<file path="src/sv/srr_pkg.sv">
// ----------------------------------------------------------------------------
// srr_pkg: shared types and constants for the selective repeat receiver
// Command/status bundles between controller and datapath, FSM states.
// ----------------------------------------------------------------------------
package srr_pkg;

   localparam int SRR_SEQ_SPACE     = 14;
   localparam int SRR_PAYLOAD_BYTES = 20;
   localparam int SRR_PAY_W         = 8 * SRR_PAYLOAD_BYTES;

   // ack checksum offset and last buffered-slot count per packet (six slots)
   localparam logic [9:0] SRR_ACK_BASE   = 10'd960;
   localparam logic [2:0] SRR_RUN_LAST   = 3'd5;
   localparam logic [2:0] SRR_WIN_RESET  = 3'd6;

   // csr word index
   localparam logic SRR_REG_WINDOW = 1'b0;

   typedef enum logic [2:0] {
      ST_IDLE,
      ST_SUM,
      ST_CHECK,
      ST_ACK1,
      ST_ACK2,
      ST_DATA,
      ST_RUN
   } state_type;

   typedef struct packed {
      logic capture;
      logic sum;
      logic check;
      logic emit_ack;
      logic emit_pkt;
      logic emit_run;
      logic store;
      logic last;
   } cmd_type;

   typedef struct packed {
      logic drop;
      logic is_exp;
      logic dup;
      logic store;
      logic more;
      logic out_free;
   } stat_type;

endpackage

</file>
<file path="src/sv/srr_ram.sv">
// ----------------------------------------------------------------------------
// srr_ram: generic single-write, single-read RAM
// One write port, one read port with registered read data.
// ----------------------------------------------------------------------------
module srr_ram #(
   parameter int WIDTH = 8,
   parameter int DEPTH = 16
) (
   input  logic                     clock,
   input  logic                     wr_en,
   input  logic [$clog2(DEPTH)-1:0] wr_addr,
   input  logic [WIDTH-1:0]         wr_data,
   input  logic [$clog2(DEPTH)-1:0] rd_addr,
   output logic [WIDTH-1:0]         rd_data
);

   logic [WIDTH-1:0] mem_ff [DEPTH];
   logic [WIDTH-1:0] rd_data_ff;

   always_ff @(posedge clock) begin
      if (wr_en) begin
         mem_ff[wr_addr] <= wr_data;
      end
      rd_data_ff <= mem_ff[rd_addr];
   end

   assign rd_data = rd_data_ff;

endmodule

</file>
<file path="src/sv/srr_ctrl.sv">
// ----------------------------------------------------------------------------
// srr_ctrl: packet sequencing state machine
// Steps each packet through sum, check and result emission.
// ----------------------------------------------------------------------------
module srr_ctrl
   import srr_pkg::*;
(
   input  logic     clock,
   input  logic     reset,
   input  logic     req_valid,
   output logic     req_stall,
   input  stat_type stat,
   output cmd_type  cmd
);

   state_type state_ff;
   state_type state_in;

   always_ff @(posedge clock) begin
      if (reset) begin
         state_ff <= ST_IDLE;
      end else begin
         state_ff <= state_in;
      end
   end

   // next state
   always_comb begin
      state_in = state_ff;
      case (state_ff)
         ST_IDLE: begin
            if (req_valid) begin
               state_in = ST_SUM;
            end
         end
         ST_SUM:   state_in = ST_CHECK;
         ST_CHECK: state_in = ST_ACK1;
         ST_ACK1: begin
            if (stat.drop) begin
               state_in = ST_IDLE;
            end else if (stat.out_free) begin
               if (stat.is_exp) begin
                  state_in = ST_DATA;
               end else if (stat.dup) begin
                  state_in = ST_ACK2;
               end else begin
                  state_in = ST_IDLE;
               end
            end
         end
         ST_ACK2: begin
            if (stat.out_free) begin
               state_in = ST_IDLE;
            end
         end
         ST_DATA, ST_RUN: begin
            if (stat.out_free) begin
               state_in = stat.more ? ST_RUN : ST_IDLE;
            end
         end
         default: state_in = ST_IDLE;
      endcase
   end

   // outputs
   always_comb begin
      cmd       = '0;
      req_stall = (state_ff != ST_IDLE);
      case (state_ff)
         ST_IDLE:  cmd.capture = req_valid;
         ST_SUM:   cmd.sum     = 1'b1;
         ST_CHECK: cmd.check   = 1'b1;
         ST_ACK1: begin
            if (!stat.drop && stat.out_free) begin
               cmd.emit_ack = 1'b1;
               cmd.store    = stat.store;
               cmd.last     = !(stat.is_exp || stat.dup);
            end
         end
         ST_ACK2: begin
            if (stat.out_free) begin
               cmd.emit_ack = 1'b1;
               cmd.last     = 1'b1;
            end
         end
         ST_DATA: begin
            if (stat.out_free) begin
               cmd.emit_pkt = 1'b1;
               cmd.last     = !stat.more;
            end
         end
         ST_RUN: begin
            if (stat.out_free) begin
               cmd.emit_run = 1'b1;
               cmd.last     = !stat.more;
            end
         end
         default: cmd = '0;
      endcase
   end

endmodule

</file>
<file path="src/sv/srr_dp.sv">
// ----------------------------------------------------------------------------
// srr_dp: receiver datapath
// Packet capture, checksum, window test, reorder slots and result register.
// ----------------------------------------------------------------------------
module srr_dp
   import srr_pkg::*;
#(
   parameter int SEQ_SPACE = SRR_SEQ_SPACE
) (
   input  logic               clock,
   input  logic               reset,
   input  cmd_type            cmd,
   output stat_type           stat,
   input  logic [2:0]         window_size,
   input  logic [7:0]         req_seq_number,
   input  logic [7:0]         req_ack_field,
   input  logic [15:0]        req_check_value,
   input  logic [63:0]        req_payload_low,
   input  logic [63:0]        req_payload_mid,
   input  logic [31:0]        req_payload_high,
   output logic               rsp_valid,
   input  logic               rsp_stall,
   output logic               rsp_result_kind,
   output logic [3:0]         rsp_ack_number,
   output logic [9:0]         rsp_ack_check,
   output logic [63:0]        rsp_out_payload_low,
   output logic [63:0]        rsp_out_payload_mid,
   output logic [31:0]        rsp_out_payload_high,
   output logic               rsp_last_of_run
);

   localparam int SEQ_W = $clog2(SEQ_SPACE);
   localparam int DW    = SEQ_W + 1;
   localparam int HALF  = SEQ_SPACE / 2;

   function automatic logic [10:0] byte_sum8(input logic [63:0] w);
      logic [10:0] s;
      s = '0;
      for (int k = 0; k < 8; k++) begin
         s = s + 11'(w[8*k +: 8]);
      end
      return s;
   endfunction

   function automatic logic [9:0] byte_sum4(input logic [31:0] w);
      logic [9:0] s;
      s = '0;
      for (int k = 0; k < 4; k++) begin
         s = s + 10'(w[8*k +: 8]);
      end
      return s;
   endfunction

   // captured packet
   logic [7:0]           seq_ff, seq_in;
   logic [7:0]           ack_ff, ack_in;
   logic [15:0]          chk_ff, chk_in;
   logic [SRR_PAY_W-1:0] pay_ff, pay_in;

   // partial byte sums
   logic [10:0] sum_lo_ff, sum_lo_in;
   logic [10:0] sum_mid_ff, sum_mid_in;
   logic [9:0]  sum_hi_ff, sum_hi_in;

   // classification
   logic drop_ff, drop_in;
   logic is_exp_ff, is_exp_in;
   logic dup_ff, dup_in;
   logic store_ff, store_in;

   // window state
   logic [SEQ_W-1:0]     exp_ff, exp_in;
   logic [SEQ_SPACE-1:0] full_ff, full_in;
   logic [2:0]           run_cnt_ff, run_cnt_in;

   // result register
   logic                 valid_ff, valid_in;
   logic                 kind_ff, kind_in;
   logic [3:0]           num_ff, num_in;
   logic [9:0]           achk_ff, achk_in;
   logic [SRR_PAY_W-1:0] out_ff, out_in;
   logic                 last_ff, last_in;

   logic [SRR_PAY_W-1:0] rd_data;
   logic [SEQ_W-1:0]     seq_idx;
   logic [SEQ_W-1:0]     exp_inc;
   logic [16:0]          total;
   logic                 sum_ok;
   logic                 in_space;
   logic [DW-1:0]        win;
   logic [DW-1:0]        seq_dist;
   logic                 in_win;
   logic                 old_seq;
   logic                 out_free;
   logic                 load;

   assign seq_idx  = seq_ff[SEQ_W-1:0];
   assign exp_inc  = (exp_ff == SEQ_W'(SEQ_SPACE - 1)) ? '0 : exp_ff + 1'b1;
   assign out_free = !valid_ff || !rsp_stall;
   assign load     = cmd.emit_ack || cmd.emit_pkt || cmd.emit_run;

   // checksum and window test on registered partial sums
   always_comb begin
      total = 17'(seq_ff) + {{9{ack_ff[7]}}, ack_ff} + 17'(sum_lo_ff)
            + 17'(sum_mid_ff) + 17'(sum_hi_ff);
      sum_ok   = (total == {chk_ff[15], chk_ff});
      in_space = (seq_ff < 8'(SEQ_SPACE));
      win      = (DW'(window_size) > DW'(HALF)) ? DW'(HALF) : DW'(window_size);
      if (seq_idx >= exp_ff) begin
         seq_dist = DW'(seq_idx) - DW'(exp_ff);
      end else begin
         seq_dist = DW'(seq_idx) + DW'(SEQ_SPACE) - DW'(exp_ff);
      end
      in_win  = (seq_dist < win);
      old_seq = (win != '0) && (seq_dist >= DW'(SEQ_SPACE) - win);
   end

   always_comb begin
      seq_in     = seq_ff;
      ack_in     = ack_ff;
      chk_in     = chk_ff;
      pay_in     = pay_ff;
      sum_lo_in  = sum_lo_ff;
      sum_mid_in = sum_mid_ff;
      sum_hi_in  = sum_hi_ff;
      drop_in    = drop_ff;
      is_exp_in  = is_exp_ff;
      dup_in     = dup_ff;
      store_in   = store_ff;
      exp_in     = exp_ff;
      full_in    = full_ff;
      run_cnt_in = run_cnt_ff;

      if (cmd.capture) begin
         seq_in = req_seq_number;
         ack_in = req_ack_field;
         chk_in = req_check_value;
         pay_in = {req_payload_high, req_payload_mid, req_payload_low};
      end
      if (cmd.sum) begin
         sum_lo_in  = byte_sum8(pay_ff[63:0]);
         sum_mid_in = byte_sum8(pay_ff[127:64]);
         sum_hi_in  = byte_sum4(pay_ff[159:128]);
      end
      if (cmd.check) begin
         drop_in    = !sum_ok || !in_space || (!in_win && !old_seq);
         is_exp_in  = in_win && (seq_dist == '0);
         dup_in     = in_win && (seq_dist != '0) && full_ff[seq_idx];
         store_in   = in_win && (seq_dist != '0) && !full_ff[seq_idx];
         run_cnt_in = '0;
      end
      if (cmd.store) begin
         full_in[seq_idx] = 1'b1;
      end
      if (cmd.emit_pkt) begin
         exp_in = exp_inc;
      end
      if (cmd.emit_run) begin
         full_in[exp_ff] = 1'b0;
         exp_in          = exp_inc;
         run_cnt_in      = run_cnt_ff + 1'b1;
      end
   end

   // result register
   always_comb begin
      valid_in = valid_ff && rsp_stall;
      kind_in  = kind_ff;
      num_in   = num_ff;
      achk_in  = achk_ff;
      out_in   = out_ff;
      last_in  = last_ff;
      if (load) begin
         valid_in = 1'b1;
         last_in  = cmd.last;
         kind_in  = !cmd.emit_ack;
         num_in   = '0;
         achk_in  = '0;
         out_in   = '0;
         if (cmd.emit_ack) begin
            num_in  = 4'(seq_idx);
            achk_in = SRR_ACK_BASE + 10'(seq_idx);
         end else if (cmd.emit_pkt) begin
            out_in = pay_ff;
         end else begin
            out_in = rd_data;
         end
      end
   end

   always_ff @(posedge clock) begin
      if (reset) begin
         drop_ff    <= 1'b1;
         is_exp_ff  <= 1'b0;
         dup_ff     <= 1'b0;
         store_ff   <= 1'b0;
         exp_ff     <= '0;
         full_ff    <= '0;
         run_cnt_ff <= '0;
         valid_ff   <= 1'b0;
      end else begin
         drop_ff    <= drop_in;
         is_exp_ff  <= is_exp_in;
         dup_ff     <= dup_in;
         store_ff   <= store_in;
         exp_ff     <= exp_in;
         full_ff    <= full_in;
         run_cnt_ff <= run_cnt_in;
         valid_ff   <= valid_in;
      end
   end

   always_ff @(posedge clock) begin
      seq_ff     <= seq_in;
      ack_ff     <= ack_in;
      chk_ff     <= chk_in;
      pay_ff     <= pay_in;
      sum_lo_ff  <= sum_lo_in;
      sum_mid_ff <= sum_mid_in;
      sum_hi_ff  <= sum_hi_in;
      kind_ff    <= kind_in;
      num_ff     <= num_in;
      achk_ff    <= achk_in;
      out_ff     <= out_in;
      last_ff    <= last_in;
   end

   // reorder slots; read address tracks the next expected pointer so the
   // read data always belongs to exp_ff
   srr_ram #(
      .WIDTH (SRR_PAY_W),
      .DEPTH (SEQ_SPACE)
   ) u_slots (
      .clock   (clock),
      .wr_en   (cmd.store),
      .wr_addr (seq_idx),
      .wr_data (pay_ff),
      .rd_addr (exp_in),
      .rd_data (rd_data)
   );

   always_comb begin
      stat.drop     = drop_ff;
      stat.is_exp   = is_exp_ff;
      stat.dup      = dup_ff;
      stat.store    = store_ff;
      stat.more     = full_ff[exp_inc] && (run_cnt_ff != SRR_RUN_LAST);
      stat.out_free = out_free;
   end

   assign rsp_valid            = valid_ff;
   assign rsp_result_kind      = kind_ff;
   assign rsp_ack_number       = num_ff;
   assign rsp_ack_check        = achk_ff;
   assign rsp_out_payload_low  = out_ff[63:0];
   assign rsp_out_payload_mid  = out_ff[127:64];
   assign rsp_out_payload_high = out_ff[159:128];
   assign rsp_last_of_run      = last_ff;

endmodule

</file>
<file path="src/sv/selective_repeat_receiver.sv">
// ----------------------------------------------------------------------------
// selective_repeat_receiver: selective repeat ARQ receive side
// The first result is loaded in the ACK1 state, after the sum and check states.
// Per packet: capture, sum and check, then one emit state per result (1..8);
// a dropped packet leaves from ACK1 with no result.
// Next packet is taken once the last result is in the output register.
// Reset: synchronous; clears FSM, expected seq, slot flags, window to 6.
// ----------------------------------------------------------------------------
module selective_repeat_receiver
   import srr_pkg::*;
#(
   parameter int SEQ_SPACE = SRR_SEQ_SPACE
) (
   input  logic               clock,
   input  logic               reset,
   // packet in
   input  logic               req_valid,
   output logic               req_stall,
   input  logic [7:0]         req_seq_number,
   input  logic signed [7:0]  req_ack_field,
   input  logic signed [15:0] req_check_value,
   input  logic [63:0]        req_payload_low,
   input  logic [63:0]        req_payload_mid,
   input  logic [31:0]        req_payload_high,
   // results out
   output logic               rsp_valid,
   input  logic               rsp_stall,
   output logic               rsp_result_kind,
   output logic [3:0]         rsp_ack_number,
   output logic [9:0]         rsp_ack_check,
   output logic [63:0]        rsp_out_payload_low,
   output logic [63:0]        rsp_out_payload_mid,
   output logic [31:0]        rsp_out_payload_high,
   output logic               rsp_last_of_run,
   // config port
   input  logic               psel,
   input  logic               penable,
   input  logic               pwrite,
   input  logic [2:0]         paddr,
   input  logic [31:0]        pwdata,
   output logic [31:0]        prdata,
   output logic               pready
);

   cmd_type  cmd;
   stat_type stat;

   // window_size register: word 0. Anything above half the sequence space
   // is clamped in the datapath, zero disables acceptance entirely.
   logic [2:0] window_ff, window_in;
   logic       csr_wr;

   assign pready = 1'b1;
   assign csr_wr = psel && penable && pwrite && (paddr[2] == SRR_REG_WINDOW);

   always_comb begin
      window_in = window_ff;
      if (csr_wr) begin
         window_in = pwdata[2:0];
      end
   end

   always_ff @(posedge clock) begin
      if (reset) begin
         window_ff <= SRR_WIN_RESET;
      end else begin
         window_ff <= window_in;
      end
   end

   assign prdata = (paddr[2] == SRR_REG_WINDOW) ? 32'(window_ff) : '0;

   // Controller: one packet at a time. Idle is the only state that takes a
   // transfer; each emit state waits for the output register to free up, so
   // a stalled result side simply holds the sequence in place.
   srr_ctrl u_ctrl (
      .clock     (clock),
      .reset     (reset),
      .req_valid (req_valid),
      .req_stall (req_stall),
      .stat      (stat),
      .cmd       (cmd)
   );

   // Datapath: checksum is split into per-word byte sums then a final add
   // and compare; slot flags sit in flops, slot payloads in a RAM read at
   // the expected pointer. An in-order run delivers at most six buffered
   // packets, the rest stay for a later packet.
   srr_dp #(
      .SEQ_SPACE (SEQ_SPACE)
   ) u_dp (
      .clock                (clock),
      .reset                (reset),
      .cmd                  (cmd),
      .stat                 (stat),
      .window_size          (window_ff),
      .req_seq_number       (req_seq_number),
      .req_ack_field        (req_ack_field),
      .req_check_value      (req_check_value),
      .req_payload_low      (req_payload_low),
      .req_payload_mid      (req_payload_mid),
      .req_payload_high     (req_payload_high),
      .rsp_valid            (rsp_valid),
      .rsp_stall            (rsp_stall),
      .rsp_result_kind      (rsp_result_kind),
      .rsp_ack_number       (rsp_ack_number),
      .rsp_ack_check        (rsp_ack_check),
      .rsp_out_payload_low  (rsp_out_payload_low),
      .rsp_out_payload_mid  (rsp_out_payload_mid),
      .rsp_out_payload_high (rsp_out_payload_high),
      .rsp_last_of_run      (rsp_last_of_run)
   );

endmodule

</file>
<file path="config.mk">
export PLATFORM = sky130hd
export DESIGN_NAME = selective_repeat_receiver
export DESIGN_NICKNAME = d
export VERILOG_FILES = /design/src/sv/srr_pkg.sv /design/src/sv/srr_ram.sv /design/src/sv/srr_ctrl.sv /design/src/sv/srr_dp.sv /design/src/sv/selective_repeat_receiver.sv
export SDC_FILE = /design/constraint.sdc
export NUM_CORES = 2
export LEC_CHECK = 0
export ABC_AREA = 1
export BUFFER_PORTS_ARGS = -buffer_cell sky130_fd_sc_hd__buf_2
export CAP_MARGIN = 20
export CORE_MARGIN = 3
export CORE_UTILIZATION = 54
export CTS_BUF_LIST = sky130_fd_sc_hd__clkbuf_2
export DETAILED_ROUTE_END_ITERATION = 8
export PLACE_DENSITY = 0.73
export SLEW_MARGIN = 15
export SYNTH_ARGS = -nofsm -noshare
export SYNTH_HDL_FRONTEND = slang
export SYNTH_SLANG_ARGS = --single-unit
export TNS_END_PERCENT = 50
</file>
<file path="constraint.sdc">
create_clock -name clock -period 13.4 [get_ports clock]
set_clock_uncertainty 0.1 [all_clocks]
set_input_delay 0.67 -clock clock [delete_from_list [all_inputs] [get_ports clock]]
set_output_delay 0.67 -clock clock [all_outputs]
set_load 0.005 [all_outputs]
</file>
### Yosys cells after proc, flatten, opt, wreduce, memory -nomap -nowiden

Memory sizes are Yosys's and may differ from the RTL's. A register that Yosys moved wholly into a read port is not among the register bits.
Cells that the tools add are included.

* bits in registers: 432
* bits in writable memories: 2240
* input port bits: 234
* output and inout bits: 211
* logic and storage cells: 158
* memories: 1

* add/sub/neg operators: 28
* $lt $le $gt $ge: 9
* equal/unequal tests: 13
* muxes and demuxes: 42
* bitwise logic cells: 4
* reduce and logical (&&, ||, !) cells: 39

Memories
* u_dp.u_slots.mem_ff: words 14, width 160, rd ports 1, clocked after Yosys merged registers in 1, wr ports 1, RTL line srr_ram.sv:17 `logic [WIDTH-1:0] mem_ff [DEPTH];`

Operator list (count)
* 2-to-1 mux 160 bit: 1
* adder 11 x 8 -> 11 bit: 12
* adder 17 x 11 -> 17 bit: 2
* 2-to-1 mux 3 bit: 11
* 2-to-1 mux 14 bit: 2
* adder 8 x 8 -> 9 bit: 3
* adder 10 x 8 -> 10 bit: 2
* one-hot mux 3 bit (6 select lines): 1
* adder 17 x 10 -> 17 bit: 1
* equality test 17 bit: 1
* 2-to-1 mux 1 bit: 16
* < comparator 4 x 5 -> 1 bit, second input constant: 3
* AND 14 bit: 1
* logical AND 1 bit: 14
* inverter 14 bit: 1
* bitwise OR 14 bit: 1
* 2-to-1 mux 4 bit: 3
* zero test 1 bit: 11
* adder 9 x 8 -> 10 bit: 1
* equality test 3 bit, second input constant: 3
* adder 7 x 5 -> 8 bit, first input constant: 1
* binary-select mux 1 bit (select 4 bit): 2
* demux 1 bit (select 4 bit): 2
* >= comparator 4 x 1 -> 1 bit, second input constant: 2
* other kinds (30): 38

### Logic depth before layout (Yosys ltp)

* depth after elaboration: 8
* depth in mapped cells: 30
* gate-level depth less buffers: 30

### Hierarchy

Synthesis repeated with hierarchy kept, for this count alone.

* cells, all modules: 10003
* area total of the unflattened synthesis: 116093.8 sq um

By module, submodules not included
* srr_ram: instances 1, cells an instance 8086, area each 94222.9 sq um, sequential area each 70467.6 sq um
* srr_dp: instances 1, cells an instance 1792, area each 21134.0 sq um, sequential area each 12261.8 sq um
* selective_repeat_receiver: instances 1, cells an instance 61, area each 404.1 sq um, sequential area each 60.1 sq um
* srr_ctrl: instances 1, cells an instance 64, area each 332.8 sq um, sequential area each 60.1 sq um

### Worst setup path after synthesis

No wires, ideal clock.

* path type: register to register
* start point: register u_ctrl.state_ff[2]
* end point: register u_dp.full_ff[0]
* library setup time: 113 ps
* data arrival time: 13492 ps
* data required time: 13187 ps
* setup slack: -305 ps
* stages on the path, launching flop included: 10
* path buffers: 1
* clock period less this slack: 13705 ps
* cell sequence: dfxtp_1 buf_2 inv_1 nand2_1 nor3_1 nand3_1 nor2_1 inv_1 nor3_1 o221a_2

* word-level cells in the longest chain between the ends: 5
* elaborated cells on any way between the ends: 7
* classes of those cells: eq/ne (2); mux (4); bitwise (1)

Ends and longest elaborated chain
* from (decl): RTL line srr_ctrl.sv:16 `state_type state_ff;`
* from (signal assigned): RTL line srr_ctrl.sv:23 `state_ff <= state_in;`
* equality test 3 x 2 -> 1 bit: RTL line srr_ctrl.sv:69 `case (state_ff)`
* 2-to-1 mux 1 bit: RTL line srr_ctrl.sv:69
* 2-to-1 mux 14 bit: RTL line srr_dp.sv:152 `if (cmd.store) begin`
* AND 14 bit (no source line)
* 2-to-1 mux 14 bit (*): RTL line srr_dp.sv:158 `if (cmd.emit_run) begin`
* to (signal assigned): RTL line srr_dp.sv:207 `full_ff <= full_in;`
* to (decl): RTL line srr_dp.sv:73 `logic [SEQ_SPACE-1:0] full_ff, full_in;`

Mark *: on every way between the ends. The rest lies on a longest branch, timed or not.
A chain may end at the register's enable or synchronous reset.

### Worst setup path after layout

* start point: register u_ctrl.state_ff[0]
* end point: register u_dp.u_slots.rd_data_ff[112] (netlist: u_dp.u_slots.rd_data[112]), read port of u_dp.u_slots.mem_ff

* word-level cells in the longest chain between the ends: 4
* elaborated cells on any way between the ends: 6
* classes of those cells: eq/ne (2); mux (4)

Ends and longest elaborated chain
* equality test 3 bit: RTL line srr_ctrl.sv:69
* 2-to-1 mux 1 bit: RTL line srr_ctrl.sv:69
* 2-to-1 mux 4 bit: RTL line srr_dp.sv:155 `if (cmd.emit_pkt) begin`
* 2-to-1 mux 4 bit (*): RTL line srr_dp.sv:158
* to (decl): RTL line srr_ram.sv:18 `logic [WIDTH-1:0] rd_data_ff;`

Marks and branches as above.

==> flow_metrics.tcl <==
set metrics [dict create \
    hold_ws_ns 0.151 \
    cts_made_buffers 697 \
    leakagePower_nw 45.9 \
    synthSimpleGateAreaFrac 0.0827 \
    place_ws_ns 6.78 \
    place_hpwl_um 157000 \
    cap_violations 0 \
    cp_top_family "buffers and inverters" \
    cp-end-kind "flip-flop" \
    cp_slowest_cell "buf_4" \
    nFillCells 15200 \
    ys_seq_elements 2823 \
    cts.sinks 2823 \
    yosys_warnings 0 \
    synth_top_cell_by_area "edfxtp_1" \
    start_util 0.546 \
    crit_chain "nand4_4 > buf_12 > nand2_2 > nand2_2 > nand2_8 > buf_12 > buf_4 > buf_4 > buf_4 > o21ai_0 > o21bai_1 > o211ai_1 > nand3_1 > o21ai_1" \
    numPortBuffers 381 \
    worst_ep_arrival_time_ns 8.03 \
    hold_path_class "input port to flip-flop" \
    fin_util 0.625 \
    vias_per_cell 5.95 \
    rows 166 \
    vias 76700 \
    hold_viol 0 \
    insertion_delay_ns 1.99 \
    htreeDepth 6 \
    worstPathRequired_ns 15.05 \
    ant_nets 0 \
    clk_path_buf_depth 4 \
    drv_slew 0 \
    synth_top_area_frac 0.704 \
    relSlewSlack 0.176 \
    drive_gt1_frac 0.164 \
    drc 0 \
    layout_setup_ws_ns 7.02 \
    cts_root_buffer "clkbuf_2" \
    rsz0062_at_grt "false" \
    netlist_area_um2 112000 \
    grt-ovfl-total 0 \
    synth.mux.area_fraction 0 \
    netlist_instances 8375 \
    io-pin-count 445 \
    placed_cells 11000 \
    nNetsFinal 10100 \
    fin_area_um2 129000 \
    yosysUniqueCellTypes 43 \
    grt_pass1_wl_um 468000 \
    area_growth_pct 14.5 \
    synth_fa_ha_area_frac 0.0318 \
    die_x_um 462 \
    synth_edf_count 2631 \
    cpPeakStageDelay_ns 0.87 \
    ir_worst_vdd_mv 0.263 \
    die_h_um 462 \
    cp_num_buf_inv 5 \
    first_pass_iters 6 \
    gp_congestion 0.857 \
    placed_area_um2 116000 \
    worstSetupPathType "flip-flop to flip-flop" \
    timing.rr.start "u_ctrl.state_ff[0]" \
    drt-total-wl_um 318000 \
    synth-seq-area-share 0.738 \
    fin_crit_sh 0.476 \
    syn_avg_cell_area_um2 13.4 \
    async_flop_share 0 \
    tritoncts "yes" \
    antenna_found_initial 12 \
    synth-compound-area-share 0.110 \
    drt_iter0_markers 9659 \
    post-cts-setup-buffers 0 \
    hp-start "req_payload_high[12]" \
    worst_path_most_repeated_cell "buf_4" \
    ctsResizeCount 0 \
    p_per_area_nw_per_um2 149 \
    wl_per_cell_um 24.7 \
    worst_pin_slew_ns 1.24 \
    worstPathMaxFanout 198 \
    synthTopCellsByArea "edfxtp_1 (70%), o21ai_0 (4.4%), dfxtp_1 (3.4%)" \
    core_um2 206000 \
    layout.cells.non_filler 12900 \
    synth_top_family_by_area "compound AO/OA/AOI/OAI gates" \
    cp-start-kind "flip-flop" \
    synthXorXnorAreaFrac 0.00491 \
    clk_pin_slew_ns 0.13 \
    die_area_um2 213000 \
    grt_pass1_vias 76400 \
    fmax_mhz 157 \
    crit_start "u_ctrl.state_ff[0]" \
    status "complete, no violations" \
    fin_crit_ns 6.38 \
    setup_viol_count_final 0 \
    grt_max_degree 226 \
    synth-main-ff-cell "edfxtp_1" \
    grt_use_total 0.294 \
]
power by group:
group | switching [mW] | internal, mW | total, mW | leakage (nW)
clock network | 3.45 | 2.29 | 5.74 | 4.98
registers | 0.242 | 9.89 | 10.1 | 25.4
logic | 2.11 | 1.21 | 3.32 | 15.6
total | 5.81 | 13.4 | 19.2 | 45.9
through the flow:
stage	TNS (ns)	power, mW
2_1_floorplan	-0.399	12.3
3_3_place_gp	0	13.3
3_5_place_dp	0	13.4
4_1_cts	0	19.2
5_1_grt	0	20.1
6_report	0	19.2
cells by family (layout without fill, tap and decap cells):
| logic type | after synthesis | count (layout) |
|---|---|---|
| compound gates | 2103 | 2103 |
| xor+xnor | 63 | 63 |
| fa+ha+maj | 218 | 218 |
| buf+inv | 857 | 2629 |
| flops | 2823 | 2823 |
| other cells | 2 | 50 |
| simple gates | 2309 | 2309 |
per-layer routing:
layer | GRT usage | wire length, um | vias up
met3 | 0.0603 | 32600 | 794
met1 | 0.391 | 122000 | 37600
met4 | 0.142 | 15000 | 4
met2 | 0.466 | 149000 | 4695
met5 | 0 | 23 | -
li1 | - | - | 33600
tightest hold or removal path, cell delays in order:
cell           delay [ns]
dlygate4sd3_1        0.52
buf_2                0.16
dlygate4sd3_1        0.66
synthesized netlist by cell type, types with 3 or more instances:
| cell type | count |
|---|---|
| o211ai_1 | 102 |
| buf_4 | 62 |
| o21bai_1 | 168 |
| o22ai_1 | 88 |
| o21ai_0 | 986 |
| fa_1 | 112 |
| xor2_1 | 36 |
| o21ai_1 | 211 |
| nand2_2 | 3 |
| edfxtp_1 | 2631 |
| nor3_1 | 9 |
| a21oi_1 | 278 |
| dfxtp_1 | 192 |
| nand4_1 | 6 |
| ha_1 | 106 |
| nand3b_1 | 3 |
| o221a_2 | 11 |
| buf_2 | 143 |
| clkbuf_2 | 14 |
| nand3_1 | 425 |
| nand2_1 | 911 |
| o21a_1 | 3 |
| a31oi_1 | 7 |
| xnor2_1 | 27 |
| clkbuf_1 | 310 |
| buf_6 | 8 |
| a21o_1 | 5 |
| inv_1 | 294 |
| o221ai_1 | 232 |
| a22oi_1 | 7 |
| buf_1 | 18 |
| inv_2 | 8 |
| nor2_1 | 942 |
state kept, by name (all words and copies together), names as in the netlist, 2 cells and up:
signal,count
u_ctrl.state_ff,3
u_dp.ack_ff,8
u_dp.chk_ff,16
u_dp.exp_ff,4
u_dp.full_ff,14
u_dp.out_ff,160
u_dp.pay_ff,160
u_dp.rsp_ack_check,2
u_dp.rsp_ack_number,3
u_dp.run_cnt_ff,3
u_dp.seq_ff,8
u_dp.sum_hi_ff,10
u_dp.sum_lo_ff,11
u_dp.sum_mid_ff,11
u_dp.u_slots.mem_ff,2240
u_dp.u_slots.rd_data,160
window_ff,3
final cells by class:
type	instances	area (um2)	share of cell area
antenna	18	45.0	0.000350
multi-input combinational	4725	26000	0.202
sequential	2823	82800	0.644
clock buffer	1097	5490	0.0427
tap	2688	3360	0.0262
timing repair buffer	1067	8810	0.0685
inverter	302	1160	0.00905
clock inverter	163	855	0.00665
cells in the final DEF, fill, tap and decap left out, drive strengths merged:
master	count
o211ai	102
buf	478
o221a	11
inv	316
and3	2
nand4	7
nand3b	3
xnor2	27
a21o	5
a21boi	1
a31oi	7
nand2	915
ha	106
edfxtp	2631
clkinvlp	5
o21ai	1199
a22oi	7
a21oi	278
o221ai	232
dlygate4sd3	589
o22ai	88
o2111ai	2
fa	112
clkinv	137
o21bai	168
bufinv	7
or2	2
conb	32
clkbuf	1097
nand3	427
xor2	36
nor2	944
diode	18
o21a	3
nor3	9
dfxtp	192
worst paths after layout:
| path | slack (ns) | cells past startpoint | end |
|---|---|---|---|
| min | 0.15 | 3 | u_dp.pay_ff[140] |
| max reg2reg | 7.02 | 14 | u_dp.u_slots.rd_data[112] |
| max | 7.02 | 14 | u_dp.u_slots.rd_data[112] |
| min reg2reg | 0.36 | 2 | u_dp.out_ff[134] |
repair_timing:
item,in CTS,in global routing
hold buffers,589,0
endpoints found under the hold margin,865,0
endpoints found under the setup margin,0,0
No activity file was read; power rests on OpenSTA's default activity.
